File: src/rtl/core/kss_pkg.sv
`default_nettype none

package kss_pkg;

  localparam int VALUE_W       = 32;
  localparam int RANK_W        = 9;
  localparam int MAX_ITEMS_DEF = 256;

  typedef struct packed {
    logic signed [VALUE_W-1:0] value;
    logic [RANK_W-1:0]         rank;
    logic                      last;
  } item_t;

  typedef struct packed {
    logic signed [VALUE_W-1:0] selected_value;
    logic                      rank_error;
  } result_t;

  // One slot of the sorted chain; an empty slot orders above every value.
  typedef struct packed {
    logic                      valid;
    logic signed [VALUE_W-1:0] key;
  } cell_data_t;

  typedef struct packed {
    logic insert;
    logic shift;
    logic flush;
  } cell_ctrl_t;

endpackage

`default_nettype wire

File: src/rtl/core/kss_cell.sv
`default_nettype none

module kss_cell
  import kss_pkg::*;
(
  input  logic                      clk,
  input  logic                      rst,
  input  cell_ctrl_t                ctrl,
  input  logic signed [VALUE_W-1:0] x,
  input  cell_data_t                left,
  input  logic                      left_gt,
  input  cell_data_t                right,
  output cell_data_t                cur,
  output logic                      gt
);

  // New value belongs at or before this slot.
  assign gt = !cur.valid || (cur.key > x);

  always_ff @(posedge clk) begin
    if (rst) begin
      cur.valid <= 1'b0;
    end else if (ctrl.flush) begin
      cur.valid <= 1'b0;
    end else if (ctrl.insert) begin
      if (gt) begin
        if (!left_gt) begin
          cur.valid <= 1'b1;
          cur.key   <= x;
        end else begin
          cur <= left;
        end
      end
    end else if (ctrl.shift) begin
      cur <= right;
    end
  end

endmodule

`default_nettype wire

File: config.mk
export PLATFORM = sky130hd
export DESIGN_NAME = kss_cell
export DESIGN_NICKNAME = d
export VERILOG_FILES = /design/src/rtl/core/kss_pkg.sv /design/src/rtl/core/kss_cell.sv
export SDC_FILE = /design/constraint.sdc
export NUM_CORES = 1
export LEC_CHECK = 0
export BUFFER_PORTS_ARGS = -buffer_cell sky130_fd_sc_hd__buf_2
export CAP_MARGIN = 20
export CORE_MARGIN = 3
export CORE_UTILIZATION = 35
export CTS_BUF_LIST = sky130_fd_sc_hd__clkbuf_4
export DETAILED_ROUTE_END_ITERATION = 10
export PLACE_DENSITY_LB_ADDON = 0.15
export SKIP_LAST_GASP = 1
export SLEW_MARGIN = 20
export SYNTH_ARGS = -nofsm -noshare
export SYNTH_HDL_FRONTEND = slang
export SYNTH_SLANG_ARGS = --single-unit
File: constraint.sdc
create_clock -name clk -period 9.5 [get_ports clk]
set_clock_uncertainty 0.1 [all_clocks]
set_input_delay 0.475 -clock clk [delete_from_list [all_inputs] [get_ports clk]]
set_output_delay 0.475 -clock clk [all_outputs]
set_load 0.005 [all_outputs]
After elaboration in Yosys (flattened, before gate mapping)
Index checks and enable logic that the tools add are counted.

Order comparisons: 1. Equality and inequality tests: 1. Mux-type cells: 4. Bitwise operators: 2. Reduce and logical (&&, ||, !) cells: 6.

Operators by type and width (count): $mux W33 (4); $gt A32 B32 Y1 (1); $reduce_and A4 Y1 (1); $ne A2 B1 Y1 const B (1); $not A1 Y1 (2); $reduce_and A2 Y1 (1); $reduce_bool A2 Y1 (1); $reduce_or A2 Y1 (1); $logic_not A1 Y1 (1); $logic_or A1 B1 Y1 (1).

Bits in registers: 33. Bits of input ports: 104. Output and inout port bits: 34. Word-level logic and storage cells: 16.

Longest topological paths before layout
Word-level depth: 4. Gate-level depth with buffers: 9. Depth with buffers taken out: 9.

Least setup slack after synthesis
No wires, ideal clock.

Kind: input port to flip-flop. Start point: input x[1]. End point: register cur[0] (netlist name), enable pin. Library setup time: 441 ps. Arrival: 3339 ps. Required time: 8959 ps. Path slack: 5620 ps. Cell stages on the path: 9. Buffers on the path: 0. Cells stage by stage: inv_1 ha_1 nor2b_1 o211ai_1 a2111o_1 o211ai_2 a21oi_2 mux2i_1 a31oi_1.

Word-level cells in the longest chain between the ends: 4.

RTL lines: start: declaration (line kss_cell.sv:9) `input logic signed [VALUE_W-1:0] x,`; $gt A32 B32 Y1 (line kss_cell.sv:18) `assign gt = !cur.valid || (cur.key > x);`; $logic_or A1 B1 Y1 (line kss_cell.sv:18); $ne A2 B1 Y1 (no line); $reduce_and A4 Y1 (no line); end signal: assignment (line kss_cell.sv:31) `cur <= left;`; end signal: assignment (line kss_cell.sv:35) `cur <= right;`; end: declaration (line kss_cell.sv:13) `output cell_data_t cur,`.

No other way between the ends. A chain may end at the register's enable or synchronous reset.

Worst setup path in the final report
Start point: register cur[7] (netlist name). End point: output gt.

Word-level cells in the longest chain between the ends: 2.

RTL lines: $gt A32 B32 Y1 (line kss_cell.sv:18); $logic_or A1 B1 Y1 (line kss_cell.sv:18); end: declaration (line kss_cell.sv:14) `output logic gt`.

No other way between the ends.

==> flow_summary_export.csv <==
group,metric,value,unit
synthesis,yosys_warnings,0,
global_route,grt_pass1_vias,2238,
synthesis,yosysTopAreaCell,"edfxtp_1",
flow_run,drv_cap,0,
cells_and_area,layout-drive-gt1-share,0.3781,
floorplanning,core_area,0.006907,mm2
cells_and_area,syn_to_final_growth,34.01,%
synthesis,synth_fa_ha_area_frac,0.1582,
sta,rsz0062_at_grt,"no",
synthesis,ys_seq_area_frac,0.3875,
synthesis,synth_compound_area_frac,0.1364,
cells_and_area,reg_top3,"cur: 33 flops",
synthesis,synthCells,266,
detailed_routing,drt-initial-drc-count,56,
sta,drv_slew,0,
sta,fmax,0.3248,GHz
detailed_routing,drt_pass1_iterations,4,
floorplanning,dieArea,0.008288,mm2
power_and_ir_drop,vdd_ir_drop_max,0.05096,mV
sta,period_needed,3.079,ns
setup_path,cp-start-kind,"flip-flop",
power_and_ir_drop,leakage,0.001718,uW
setup_path,rr_worst_depth,9,
sta,finalSetupViolCount,0,
cells_and_area,final-seq-area,980.9,um2
synthesis,synthFlopType,"edfxtp_1",
setup_path,r2r_end,"cur[26]$_DFFE_PP_",
global_route,grt_overflow_total,0,
cells_and_area,nets,537,
synthesis,synth_top_family_by_area,"adder cells",
power_and_ir_drop,total_power,345.4,uW
setup_path,reg2reg_slack,6.61,ns
synthesis,synthSimpleGateAreaFrac,0.1191,
synthesis,syn_nets,402,
synthesis,synthMuxAreaShare,0.1305,
setup_path,cp.required,8.93,ns
clocking,postCtsResizedCells,0,
outcome,status,"finished, final reports clean",
synthesis,yosys-top-cells-area,"edfxtp_1 (38%), ha_1 (16%), mux2i_1 (13%)",
cells_and_area,fillers,721,
synthesis,yosysUniqueCellTypes,31,
placed_design,portBuffers,137,
synthesis,syn_area,0.002531,mm2
setup_path,r2r-start,"cur[30]$_DFFE_PP_",
detailed_routing,vias_per_cell,4.733,
setup_path,critical_path_peak_fanout,3,
synthesis,ys_ff_latch,33,
placed_design,place_congestion,0.7593,
clocking,cts_setup_buffers,0,
cells_and_area,insertedDiodeCount,0,
clocking,tritoncts,"yes",
placed_design,dp_hpwl,5.096,mm
sta,finalHoldViolations,0,
min_path,holdCritStartpoint,"rst",
cells_and_area,multi_input_area,0.001393,mm2
global_route,track_usage,0.1537,
detailed_routing,num_vias,2357,
min_path,hold_depth,3,
cells_and_area,layout_common_cells,"buf_2 (137), a21oi_1 (46), nor2_1 (35)",
cells_and_area,largest_reg_flops,33,
sta,period_share,0.3241,
clocking,cts-buffers-inserted,5,
floorplanning,fp.dieH,91.04,um
sta,tns,0,ns
detailed_routing,ant_nets,0,
floorplanning,start_util,0.3665,
sta,whs,0.3226,ns
synthesis,synth-edff-count,32,
setup_path,worstSetupPathType,"reg -> out",
sta,worstMarginPinSlew,1.032,ns
global_route,antenna_found_initial,0,
floorplanning,rows,30,
setup_path,arrival,2.50,ns
cells_and_area,fin_util,0.4911,
cells_and_area,top_register,"cur",
cells_and_area,final_common_cell,"buf_2",
clocking,cts.sinks,33,
clocking,cts.htree.levels,2,
power_and_ir_drop,power_density,101.8,mW/mm2
global_route,grt_max_degree,69,
clocking,insertion_delay,0.33,ns
clocking,root_buffer,"clkbuf_4",
detailed_routing,drc_errors,0,
detailed_routing,wl_per_cell,12.80,um
floorplanning,fp.dieW,91.04,um
floorplanning,ios,138,
setup_path,cp-end-kind,"output port",
detailed_routing,routed_wl,6.373,mm
clocking,clock_path_buffers,2,
synthesis,synth_top_area_frac,0.3796,
synthesis,synth-async-reset-ratio,0,
sta,slew_headroom,0.3120,
clocking,clk_pin_slew,0.10,ns
synthesis,synthXorXnorAreaFrac,0,
min_path,hold_path_class,"in -> reg",
min_path,hold_end,"cur[32]$_SDFFE_PP0P_",
synthesis,syn_area_per_cell,9.516,um2
clocking,cts_hold_buf,0,
global_route,grt_pass1_wl,10.40,mm
-- synthesized netlist by cell type (3+ instances only) --
cell,n
a21oi_1,46
buf_2,3
clkbuf_1,6
edfxtp_1,32
ha_1,32
inv_1,34
mux2i_1,33
nand2_1,8
nand3_1,3
nand4_1,6
nor2_1,35
nor4_1,3
-- power by group --
| group | total (uW) | switching (uW) | internal [uW] |
|---|---|---|---|
| clock | 75.7 | 48.9 | 26.8 |
| sequential | 173 | 3.75 | 170 |
| combinational | 96.4 | 49.0 | 47.4 |
| total | 345 | 102 | 244 |
-- kinds of logic after synthesis --
kind of cell | Yosys count
AOI/OAI and AO/OA | 59
adders and majority gates | 32
buffers and inverters | 45
DFF | 33
muxes | 33
and+or+nand+nor | 64
-- how the worst max path moves through the flow --
stage               depth (start not counted)              start  slack, ns                 to
finish                                      9   cur[7]$_DFFE_PP_       6.42                 gt
global route                                9  cur[10]$_DFFE_PP_       6.22                 gt
CTS                                         8   cur[7]$_DFFE_PP_       6.31  cur[20]$_DFFE_PP_
detailed placement                         10               x[7]       6.09  cur[12]$_DFFE_PP_
global placement                           10               x[7]       6.17  cur[19]$_DFFE_PP_
floorplan                                   9               x[1]       5.62   cur[0]$_DFFE_PP_
-- metal layers --
metal | share of wire | vias up | global-route usage | routed length (um)
li1 | - | 1236 | - | -
met1 | 0.44 | 1034 | 0.1912 | 2815
met2 | 0.46 | 80 | 0.2581 | 2961
met3 | 0.082 | 7 | 0.04557 | 523
met4 | 0.011 | 0 | 0.04271 | 72
met5 | 0 | - | 0 | 0
-- critical path: stages, from the launching register on --
cell and delay [ns]:
edfxtp_1 0.39, ha_1 0.33, a21oi_1 0.15, o21ai_0 0.13, a221oi_2 0.25, o211ai_2 0.12
a21oi_2 0.16, mux2i_1 0.40, nand2_1 0.11, buf_2 0.14
-- final cells by class --
| type | instances | area share |
|---|---|---|
| multi-input cells | 188 | 0.4106 |
| inverters | 34 | 0.03762 |
| repair buffers | 139 | 0.2125 |
| clock buffers | 5 | 0.01107 |
| flip-flops and latches | 33 | 0.2892 |
| clock inverters | 3 | 0.003689 |
| well taps | 96 | 0.03541 |
-- per-stage QoR --
| step | cell area, um2 | worst slack [ns] | cells |
|---|---|---|---|
| 2_1_floorplan | 2531 | 5.620 | 266 |
| 3_3_place_gp | 3314 | 6.166 | 489 |
| 3_5_place_dp | 3314 | 6.095 | 489 |
| 4_1_cts | 3364 | 6.313 | 497 |
| 5_1_grt | 3392 | 6.215 | 498 |
| 6_report | 3392 | 6.421 | 498 |
Power figures use the tool's default switching activity.
